**config.mk**
```make
export PLATFORM = sky130hd
export DESIGN_NAME = lsb_stego_extractor
export DESIGN_NICKNAME = d
export VERILOG_FILES = /design/src/sv/lse_pkg.sv /design/src/sv/lse_decode.sv /design/src/sv/lse_out_buf.sv /design/src/sv/lsb_stego_extractor.sv
export SDC_FILE = /design/constraint.sdc
export NUM_CORES = 1
export LEC_CHECK = 0
export ABC_CLOCK_PERIOD_IN_PS = 23700
export BUFFER_PORTS_ARGS = -buffer_cell sky130_fd_sc_hd__buf_2
export CAP_MARGIN = 10
export CELL_PAD_IN_SITES_DETAIL_PLACEMENT = 1
export CELL_PAD_IN_SITES_GLOBAL_PLACEMENT = 1
export CORE_MARGIN = 5
export CORE_UTILIZATION = 51
export DETAILED_ROUTE_END_ITERATION = 12
export PLACE_DENSITY = 0.88
export SYNTH_ARGS = -nofsm -noshare
export SYNTH_HDL_FRONTEND = slang
export SYNTH_SLANG_ARGS = --single-unit
```
**constraint.sdc**
```tcl
create_clock -name clk -period 23.7 [get_ports clk]
set_clock_uncertainty 0.15 [all_clocks]
set_input_delay 4.74 -clock clk [delete_from_list [all_inputs] [get_ports clk]]
set_output_delay 4.74 -clock clk [all_outputs]
set_load 0.03 [all_outputs]
```
**src/sv/lse_pkg.sv**
```systemverilog
// Shared types and constants for the LSB steganography extractor.
package lse_pkg;

  localparam logic [15:0] HEADER_BYTES_RESET = 16'd54;
  localparam logic [4:0]  LEN_LAST_BIT       = 5'd31;
  localparam logic [4:0]  BYTE_LAST_BIT      = 5'd7;

  typedef enum logic [2:0] {
    PH_HEADER = 3'd0,
    PH_MLEN   = 3'd1,
    PH_MBYTE  = 3'd2,
    PH_ELEN   = 3'd3,
    PH_EBYTE  = 3'd4,
    PH_DLEN   = 3'd5,
    PH_DBYTE  = 3'd6,
    PH_DONE   = 3'd7
  } phase_t;

  typedef enum logic [2:0] {
    KIND_MAGIC_LEN  = 3'd0,
    KIND_MAGIC_BYTE = 3'd1,
    KIND_EXT_LEN    = 3'd2,
    KIND_EXT_BYTE   = 3'd3,
    KIND_DATA_LEN   = 3'd4,
    KIND_DATA_BYTE  = 3'd5
  } kind_t;

  typedef struct packed {
    kind_t       kind;
    logic [31:0] value;
    logic        last;
  } result_t;

endpackage

```
**src/sv/lse_decode.sv**
```systemverilog
// Payload decoder: header skip, bit gathering and section sequencing.
module lse_decode (
  input  logic            clk,
  input  logic            rst,
  input  logic            cfg_we,
  input  logic [15:0]     cfg_wdata,
  input  logic            in_fire,
  input  logic            pixel_bit,
  input  logic            image_start,
  output logic            res_valid,
  output lse_pkg::result_t res
);
  import lse_pkg::*;

  logic [15:0] header_bytes;
  phase_t      phase, phase_next;
  logic [15:0] header_left, header_left_next;
  logic [4:0]  bit_index, bit_index_next;
  logic [31:0] shift_accum, shift_accum_next;
  logic [31:0] bytes_remaining, bytes_remaining_next;

  // Start-of-image view of the state
  phase_t      ph_s;
  logic [15:0] hl_s;
  logic [4:0]  bi_s;
  logic [31:0] acc_s;
  logic [31:0] br_s;
  logic [31:0] acc_sh;
  logic [31:0] br_dec;
  logic        work;

  always_comb begin
    ph_s  = image_start ? PH_HEADER    : phase;
    hl_s  = image_start ? header_bytes : header_left;
    bi_s  = image_start ? 5'd0         : bit_index;
    acc_s = image_start ? 32'd0        : shift_accum;
    br_s  = image_start ? 32'd0        : bytes_remaining;

    phase_next           = ph_s;
    header_left_next     = hl_s;
    bit_index_next       = bi_s;
    shift_accum_next     = acc_s;
    bytes_remaining_next = br_s;
    res_valid            = 1'b0;
    res.kind             = KIND_MAGIC_LEN;
    res.value            = 32'd0;
    res.last             = 1'b0;
    work                 = 1'b1;

    // Header skip: drop the word while the count runs down
    if (ph_s == PH_HEADER) begin
      if (hl_s != 16'd0) begin
        header_left_next = hl_s - 16'd1;
        work             = 1'b0;
      end else begin
        ph_s  = PH_MLEN;
        bi_s  = 5'd0;
        acc_s = 32'd0;
        phase_next = PH_MLEN;
      end
    end

    acc_sh = {acc_s[30:0], pixel_bit};
    br_dec = br_s - 32'd1;

    if (work) begin
      case (ph_s)
        PH_MLEN, PH_ELEN, PH_DLEN: begin
          if (bi_s != LEN_LAST_BIT) begin
            bit_index_next   = bi_s + 5'd1;
            shift_accum_next = acc_sh;
          end else begin
            bit_index_next       = 5'd0;
            shift_accum_next     = 32'd0;
            bytes_remaining_next = acc_sh;
            res_valid            = 1'b1;
            res.value            = acc_sh;
            res.kind = (ph_s == PH_MLEN) ? KIND_MAGIC_LEN :
                       (ph_s == PH_ELEN) ? KIND_EXT_LEN : KIND_DATA_LEN;
            if (acc_sh != 32'd0)
              phase_next = phase_t'(ph_s + 3'd1);
            else if (ph_s == PH_DLEN)
              phase_next = PH_DONE;
            else
              phase_next = phase_t'(ph_s + 3'd2);
          end
        end
        PH_MBYTE, PH_EBYTE, PH_DBYTE: begin
          if (bi_s != BYTE_LAST_BIT) begin
            bit_index_next   = bi_s + 5'd1;
            shift_accum_next = acc_sh;
          end else begin
            bit_index_next       = 5'd0;
            shift_accum_next     = 32'd0;
            bytes_remaining_next = br_dec;
            res_valid            = 1'b1;
            res.value            = {24'd0, acc_sh[7:0]};
            res.last             = (br_dec == 32'd0);
            res.kind = (ph_s == PH_MBYTE) ? KIND_MAGIC_BYTE :
                       (ph_s == PH_EBYTE) ? KIND_EXT_BYTE : KIND_DATA_BYTE;
            if (br_dec == 32'd0)
              phase_next = (ph_s == PH_DBYTE) ? PH_DONE : phase_t'(ph_s + 3'd1);
          end
        end
        default: begin
          // done or header: hold
        end
      endcase
    end

    res_valid = res_valid & in_fire;
  end

  always_ff @(posedge clk) begin
    if (rst) begin
      header_bytes    <= HEADER_BYTES_RESET;
      phase           <= PH_HEADER;
      header_left     <= 16'd0;
      bit_index       <= 5'd0;
      shift_accum     <= 32'd0;
      bytes_remaining <= 32'd0;
    end else begin
      if (cfg_we) header_bytes <= cfg_wdata;
      if (in_fire) begin
        phase           <= phase_next;
        header_left     <= header_left_next;
        bit_index       <= bit_index_next;
        shift_accum     <= shift_accum_next;
        bytes_remaining <= bytes_remaining_next;
      end
    end
  end

endmodule

```
**src/sv/lse_out_buf.sv**
```systemverilog
// Two-entry output register with skid slot for the result stream.
module lse_out_buf (
  input  logic              clk,
  input  logic              rst,
  input  logic              push,
  input  lse_pkg::result_t  push_data,
  output logic              can_push,
  output logic              out_valid,
  input  logic              out_ready,
  output lse_pkg::result_t  out_data
);
  import lse_pkg::*;

  logic    main_valid;
  logic    skid_valid;
  result_t main_data;
  result_t skid_data;
  logic    pop;

  assign pop       = main_valid & out_ready;
  assign can_push  = ~skid_valid;
  assign out_valid = main_valid;
  assign out_data  = main_data;

  always_ff @(posedge clk) begin
    if (rst) begin
      main_valid <= 1'b0;
      skid_valid <= 1'b0;
    end else if (!main_valid || pop) begin
      // advance: skid word first, else the new word
      if (skid_valid) begin
        main_valid <= 1'b1;
        skid_valid <= 1'b0;
      end else begin
        main_valid <= push;
      end
    end else if (push) begin
      skid_valid <= 1'b1;
    end
  end

  always_ff @(posedge clk) begin
    if (!main_valid || pop) begin
      main_data <= skid_valid ? skid_data : push_data;
    end else if (push) begin
      skid_data <= push_data;
    end
  end

endmodule

```
**src/sv/lsb_stego_extractor.sv**
```systemverilog
// Top level of the LSB steganography extractor.
// Input stream: one image byte per word on s_tdata, s_tuser flags the first
// byte of an image and restarts decoding (header skip reloads from the
// header register). Bit 0 of each byte past the header is gathered MSB first.
// Output stream: one word per completed length (32 image bytes) or payload
// byte (8 image bytes); m_tuser gives the section kind, m_tlast marks the
// final byte of a section. Bytes after the data section give nothing.
// Throughput: one input word per cycle while s_tready is high; the decoder
// state updates in the accepting cycle; each result is registered to m_tdata.
// The output register plus a skid slot keep s_tready high while a result
// waits; s_tready drops only when both slots hold results and the receiver
// stalls, and rises the cycle after the receiver takes a word.
// Reset clears the decoder (decoding starts with the first byte unless a
// start word arrives), empties the output and sets the header count to 54.
// cfg_we/cfg_wdata write the header byte count; write only while idle.
module lsb_stego_extractor (
  input  logic        clk,
  input  logic        rst,
  input  logic        cfg_we,
  input  logic [15:0] cfg_wdata,   // header_bytes
  input  logic        s_tvalid,
  output logic        s_tready,
  input  logic [7:0]  s_tdata,     // [7:0] pixel_byte
  input  logic        s_tuser,     // [0] image_start
  output logic        m_tvalid,
  input  logic        m_tready,
  output logic [31:0] m_tdata,     // [31:0] decoded_value
  output logic [2:0]  m_tuser,     // [2:0] section_kind
  output logic        m_tlast      // section_last
);
  import lse_pkg::*;

  logic    in_fire;
  logic    res_valid;
  result_t res;
  result_t out_word;

  assign in_fire = s_tvalid & s_tready;

  lse_decode u_decode (
    .clk         (clk),
    .rst         (rst),
    .cfg_we      (cfg_we),
    .cfg_wdata   (cfg_wdata),
    .in_fire     (in_fire),
    .pixel_bit   (s_tdata[0]),
    .image_start (s_tuser),
    .res_valid   (res_valid),
    .res         (res)
  );

  lse_out_buf u_out_buf (
    .clk       (clk),
    .rst       (rst),
    .push      (res_valid),
    .push_data (res),
    .can_push  (s_tready),
    .out_valid (m_tvalid),
    .out_ready (m_tready),
    .out_data  (out_word)
  );

  assign m_tdata = out_word.value;
  assign m_tuser = out_word.kind;
  assign m_tlast = out_word.last;

endmodule

```
After elaboration in Yosys (flattened, before gate mapping):

Cells that the tools add are included.

* bits of input ports: 30
* register bits: 178

* equality and inequality tests: 8
* $add $sub $neg: 5
* muxes and demuxes: 50
* bitwise logic cells: 5
* reductions and logical operators: 10

Operators by type and width (count)
* 2-to-1 mux 32 bit: 8
* case mux 32 bit (2 select lines): 2
* 2-to-1 mux 36 bit: 3
* case mux 35 bit (2 select lines): 1
* 2-to-1 mux 31 bit: 2
* 2-to-1 mux 16 bit: 3
* 2-to-1 mux 3 bit: 14
* 2-to-1 mux 35 bit: 1
* logical NOT 32 bit: 1
* nonzero test 32 bit: 1
* subtractor 32 x 1 -> 32 bit (second input constant): 1
* 2-to-1 mux 5 bit: 6
* nonzero test 16 bit: 1
* subtractor 16 x 1 -> 16 bit (second input constant): 1
* case mux 5 bit (2 select lines): 1
* == test 3 bit (second input constant): 3
* 2-to-1 mux 1 bit: 7
* == test 3 x 2 -> 1 bit (second input constant): 2
* case mux 3 bit (2 select lines): 1
* OR reduction 3 bit: 2
* adder 5 x 1 -> 5 bit (second input constant): 1
* != test 5 x 3 -> 1 bit (second input constant): 1
* != test 5 bit (second input constant): 1
* adder 3 x 1 -> 3 bit (second input constant): 1
* 10 further kinds: 13

Depth between registers and ports, before layout:

* depth after elaboration: 11
* mapped depth: 26
* mapped depth without buffers: 17

Modules after synthesis:

From an unflattened synthesis, not the netlist that was laid out.

* cell total of the unflattened synthesis: 1025
* area, all modules: 9731.8 um^2

Modules (own cells, without submodules)
* lse_decode: cells an instance 903, area each 6980.4 um^2, instances 1, seq. area each 2062.0 um^2
* lse_out_buf: cells an instance 121, area each 2745.1 um^2, instances 1, seq. area each 2202.1 um^2
* lsb_stego_extractor: cells an instance 1, area each 6.3 um^2, instances 1, seq. area each 0.0 um^2

Least setup slack after synthesis:

Ideal clock, no wire load.

* path type: input -> register
* from: input port s_tuser
* to: register u_out_buf.skid_data[0] (netlist name), enable pin
* stages: 21
* arrival: 14.061 ns
* slack: 8.865 ns
* cell sequence: buf_2 -> buf_2 -> buf_2 -> buf_2 -> buf_1 -> clkbuf_1 -> mux2i_1 -> ha_1 -> o211a_1 -> and4_1 -> clkbuf_1 -> nor2_1 -> clkbuf_1 -> nand2_1 -> inv_1 -> ha_1 -> nand3_1 -> nor2_1 -> ha_1 -> o21ai_1 -> a2111oi_0

* longest elaborated chain between the ends: 10
* elaborated cells on any way between the ends: 27
* classes of those cells: 8 x eq/ne; 13 x mux; 1 x bitwise; 5 x reduce/logical

Ends and longest elaborated chain
* start, declared: RTL line lsb_stego_extractor.sv:24 `input logic s_tuser,`
* 2-to-1 mux 16 bit: RTL line lse_decode.sv:34 `hl_s = image_start ? header_bytes : header_left;`
* nonzero test 16 bit: RTL line lse_decode.sv:52 `if (hl_s != 16'd0) begin`
* 2-to-1 mux 5 bit / 2-to-1 mux 3 bit (equally long branches): RTL line lse_decode.sv:52
* 2-to-1 mux 5 bit / 2-to-1 mux 3 bit (equally long branches): RTL line lse_decode.sv:51 `if (ph_s == PH_HEADER) begin`
* != test 5 x 3 -> 1 bit, or another cell as far along: RTL line lse_decode.sv:89 `if (bi_s != BYTE_LAST_BIT) begin`
* 2-to-1 mux 1 bit, or another cell as far along: RTL line lse_decode.sv:89
* case mux 1 bit (2 select lines): RTL line lse_decode.sv:67 `case (ph_s)`
* 2-to-1 mux 1 bit (*): RTL line lse_decode.sv:66 `if (work) begin`
* bitwise AND 1 bit (*): RTL line lse_decode.sv:111 `res_valid = res_valid & in_fire;`
* AND reduction 2 bit (no source line) (*)
* end signal, assigned: RTL line lse_out_buf.sv:46 `skid_data <= push_data;`
* end, declared: RTL line lse_out_buf.sv:17 `result_t skid_data;`

Every way passes the cells marked *; elsewhere a longest branch is shown, timed or not.
A chain may end at the register's enable or synchronous reset.

Worst setup path in the final report:

* from: input port s_tuser
* to: register u_out_buf.skid_data[16] (netlist name), enable pin

The elaborated chain is that of the path after synthesis.

==> metrics list <==
- A synthesized cell averages 9.135 um2.
- Smallest setup slack after layout: 12.85 ns
- Summing all placed instances gives a cell area of 10020 um2.
- The worst setup path is launched from an input port.
- In the finished design, the share of the clock period the worst path needs comes to 0.4579.
- Std cell rows: 50
- Post-detailed-route via-to-cell ratio: 6.696
* Met1 wire length: 12570 um
- Count of antenna-violating nets left after detailed routing: 0
- Net count, final: 1116
* Core box area: 18580 um2
* Syn Std Cell Area: 9555 um2
- Worst-skew pair later-pin latency: 0.44 ns
- Worst IR drop on VDD: 55.98 uV
* Routed met2 length: 14930 um
- Count of flip-flops with a built-in enable after synthesis: 72
- Largest net degree at the start of global routing: 85
- Post-layout minimum cycle time: 10.85 ns
- Overall overflow remaining after global route: 0
- In the synthesized netlist, the number of instances is 1046.
- Hold repair after CTS inserted 0 buffers.
* Overall die width: 146.9 um
- RSZ-0062 raised after global routing: no
* Filler Cell Count: 2127
- The flow ran to the end, and the final reports show no timing, DRC or antenna violations.
- Actual slew at the worst max-slew pin: 1.014 ns
- Timing would allow up to 92.15 MHz.
- Final hold analysis gives a worst-case slack of 0.3158 ns.
* Crit end category: flip-flop
- For the worst setup path, the data arrival time is 10.78 ns.
- Counting the buffers created by CTS gives 17.
* Antenna diode count: 0
- Global-route wire length before repair: 48440 um
- The worst register-to-register path has a depth of 12.
- Of the cells placed in the final design, the portion with a size suffix greater than 1 is 0.1518.
- TritonCTS built the clock tree.
- The die is 146.9 um tall.
- The initial antenna violation count was 0.
* Count of different cell masters after synthesis: 72
- Worst-path clk slew: 0.08 ns
- Max Cap Violations: 0
- The clock passes through at most 2 buffers.
- Async set or reset register ratio after synthesis: 0
* R2R Setup Slk: 18.11 ns
- The initial utilization of the core area, before any placement, comes to 0.5143.
* Area Growth Syn to Fin: 11.01%
* Required time at the endpoint of the critical path: 23.63 ns
- In this run the critical register-to-register path is captured at u_out_buf.out_data[2].
- Reported leakage power: 4.173 nW
- The max-slew violation total from the final report is 0.
* Final Setup Violations: 0
* Worst Setup Slack post-DPL: 12.59 ns
- The routed design has 30540 um of wire.
* Number of warnings issued by yosys: 0
* Finished layout cell area: 10610 um2
- The critical path in this run is classified as input port to flip-flop.
- For this design the top-level I/O count stands at 68.
* Hold Path Cell Cnt: 2
* # Post-CTS Setup Buffers: 0
* Max_slew headroom: 0.3214
- Of the synthesized area, sequential elements account for 0.4462.
* Library cell used as clock root buffer: clkbuf_16
- The worst hold path begins at u_decode.header_left[0].
* Highest routed metal layer: met4
* Synthesis-stage register bit count: 177
* Total number of vias: 8845
- Initial DRC Count: 800
- Before antenna repair, the detailed router went through 5 iterations.
- The number of nets handed over by synthesis was 1088.
- Biggest fanout along the worst timing path: 55
* TNS Setup: 0 ns
- # resized after CTS: 0
- Input and output buffers added on the ports amount to 60.
- Clock tree synthesis found a total of 177 sinks.
- The path class of the tightest hold or removal check is flip-flop to flip-flop.
- Hold path endpoint: u_decode.header_left[0]
* Hold Vio Cnt, Final: 0
* Met3 Wirelength: 2097 um
- Origin of the critical flop-to-flop path: u_decode.header_bytes[10]
- The die covers 21570 um2.
- Detailed placement finished with a half-perimeter wire length of 20400 um.
* Pwr/cell area: 61.08 nW/um2
- Number of global-route vias before repair: 8899
* DRC violation count after routing: 0
* Total global-route track usage: 0.2772
- Average wire per standard cell: 23.12 um
- The congestion estimate from routability-driven global placement came to 0.9624.
- For this run, the leading register cell type out of synthesis is dfxtp_1.
* Maximum level of the CTS H-tree: 4
-- kinds of logic (layout without fill, tap and decap cells) --
| group | count (synthesis) | in the layout | share of synthesized area |
|---|---|---|---|
| simple gates | 401 | 401 | 0.2092 |
| compound gates | 293 | 293 | 0.2099 |
| flops | 177 | 177 | 0.4462 |
| buf+inv | 86 | 127 | 0.03601 |
| mux | 62 | 62 | 0.06914 |
| xor+xnor | 15 | 15 | 0.01375 |
| fa+ha+maj | 12 | 12 | 0.01571 |
-- critical path, cell delays in order --
cell       delay (ns)
buf_2            0.08
buf_4            0.38
buf_4            0.63
mux2i_1          0.30
ha_1             0.30
o211a_1          0.13
and4_1           0.36
nor2_1           0.75
nand2_1          0.17
inv_1            0.09
ha_1             0.26
nand3_1          0.10
nor2_1           0.10
ha_1             0.75
o21ai_1          0.55
a2111oi_2        0.47
buf_4            0.49
-- worst max path at each step --
| stage | startpoint | endpoint | slack, ns | cells past startpoint |
|---|---|---|---|---|
| final | s_tuser | u_out_buf.skid_data[16] | 12.85 | 17 |
| after global routing | s_tuser | u_out_buf.skid_data[16] | 12.40 | 17 |
| after CTS | s_tuser | u_out_buf.skid_data[16] | 13.02 | 17 |
| after detailed placement | s_tuser | u_out_buf.skid_data[14] | 12.59 | 17 |
| after global placement | s_tuser | u_out_buf.skid_data[0] | 12.91 | 17 |
| after floorplan | s_tuser | u_out_buf.skid_data[0] | 8.86 | 21 |
-- metal layers --
metal | global-route usage | vias to the layer above
met3 | 0.04904 | 83
met2 | 0.4692 | 374
met5 | 0 | -
met1 | 0.3537 | 4391
met4 | 0.1068 | 0
li1 | - | 3997
-- through the flow --
| step | util | power, W | instances |
|---|---|---|---|
| finish | 0.5709 | 0.0006480 | 1321 |
| global route | 0.5709 | 0.0006676 | 1321 |
| CTS | 0.5709 | 0.0006495 | 1321 |
| detailed placement | 0.5393 | 0.0003694 | 1289 |
| global placement | 0.5393 | 0.0003678 | 1289 |
| floorplan | - | 0.0003563 | 1046 |
-- report_power, final --
part,internal (W),leakage (nW),switching [W],total [W]
registers,0.000318,1.54,0.00000433,0.000322
clock network,0.000142,0.287,0.000142,0.000284
logic,0.0000136,2.34,0.0000282,0.0000418
-- registers in the layout, indices dropped and copies added, names as in the netlist --
name                      count
u_decode.shift_accum         31
u_out_buf.skid_valid          1
u_out_buf.skid_data          36
u_out_buf.out_data           36
u_decode.bit_index            5
u_out_buf.out_valid           1
u_decode.bytes_remaining     32
u_decode.phase                3
u_decode.header_left         16
u_decode.header_bytes        16
-- area by class of cell --
type / instances / area, um2 / area share
clock buffers: 17 / 425.4 / 0.04010
clock inverters: 15 / 161.4 / 0.01522
inverters: 19 / 71.32 / 0.006723
multi-input cells: 783 / 4972 / 0.4687
flip-flops and latches: 177 / 4264 / 0.4020
well taps: 234 / 292.8 / 0.02760
repair buffers: 76 / 420.4 / 0.03963
-- cells in the mapped netlist, types with 9 or more instances --
master	count	area (um2)
dfxtp_1	105	2102
edfxtp_1	72	2162
nand3_1	23	115.1
nor4_1	23	143.9
a31oi_1	17	106.4
ha_1	12	150.1
inv_1	17	63.81
and3_1	14	87.58
nand4_1	10	62.56
clkbuf_1	55	206.5
o22ai_1	13	81.33
nand2_1	86	322.8
a21oi_1	61	305.3
and2_1	25	156.4
o21ai_0	50	250.2
or2_2	9	56.30
mux2_2	32	360.4
o2bb2ai_1	12	105.1
nor2_1	121	454.2
a22oi_1	43	322.8
mux2i_1	30	300.3
nor2b_1	15	93.84
nor3_1	32	160.2
-- layout by cell type, fill, tap and decap left out, types with 25 or more instances in the layout --
cell type  instances
a22oi_1           43
nor2_1           121
a21oi_1           61
dfxtp_1          105
mux2_2            32
nor3_1            30
nand2_1           86
buf_2             60
o21ai_0           50
edfxtp_1          72
mux2i_1           30
and2_1            25
Power figures use the tool's default switching activity.
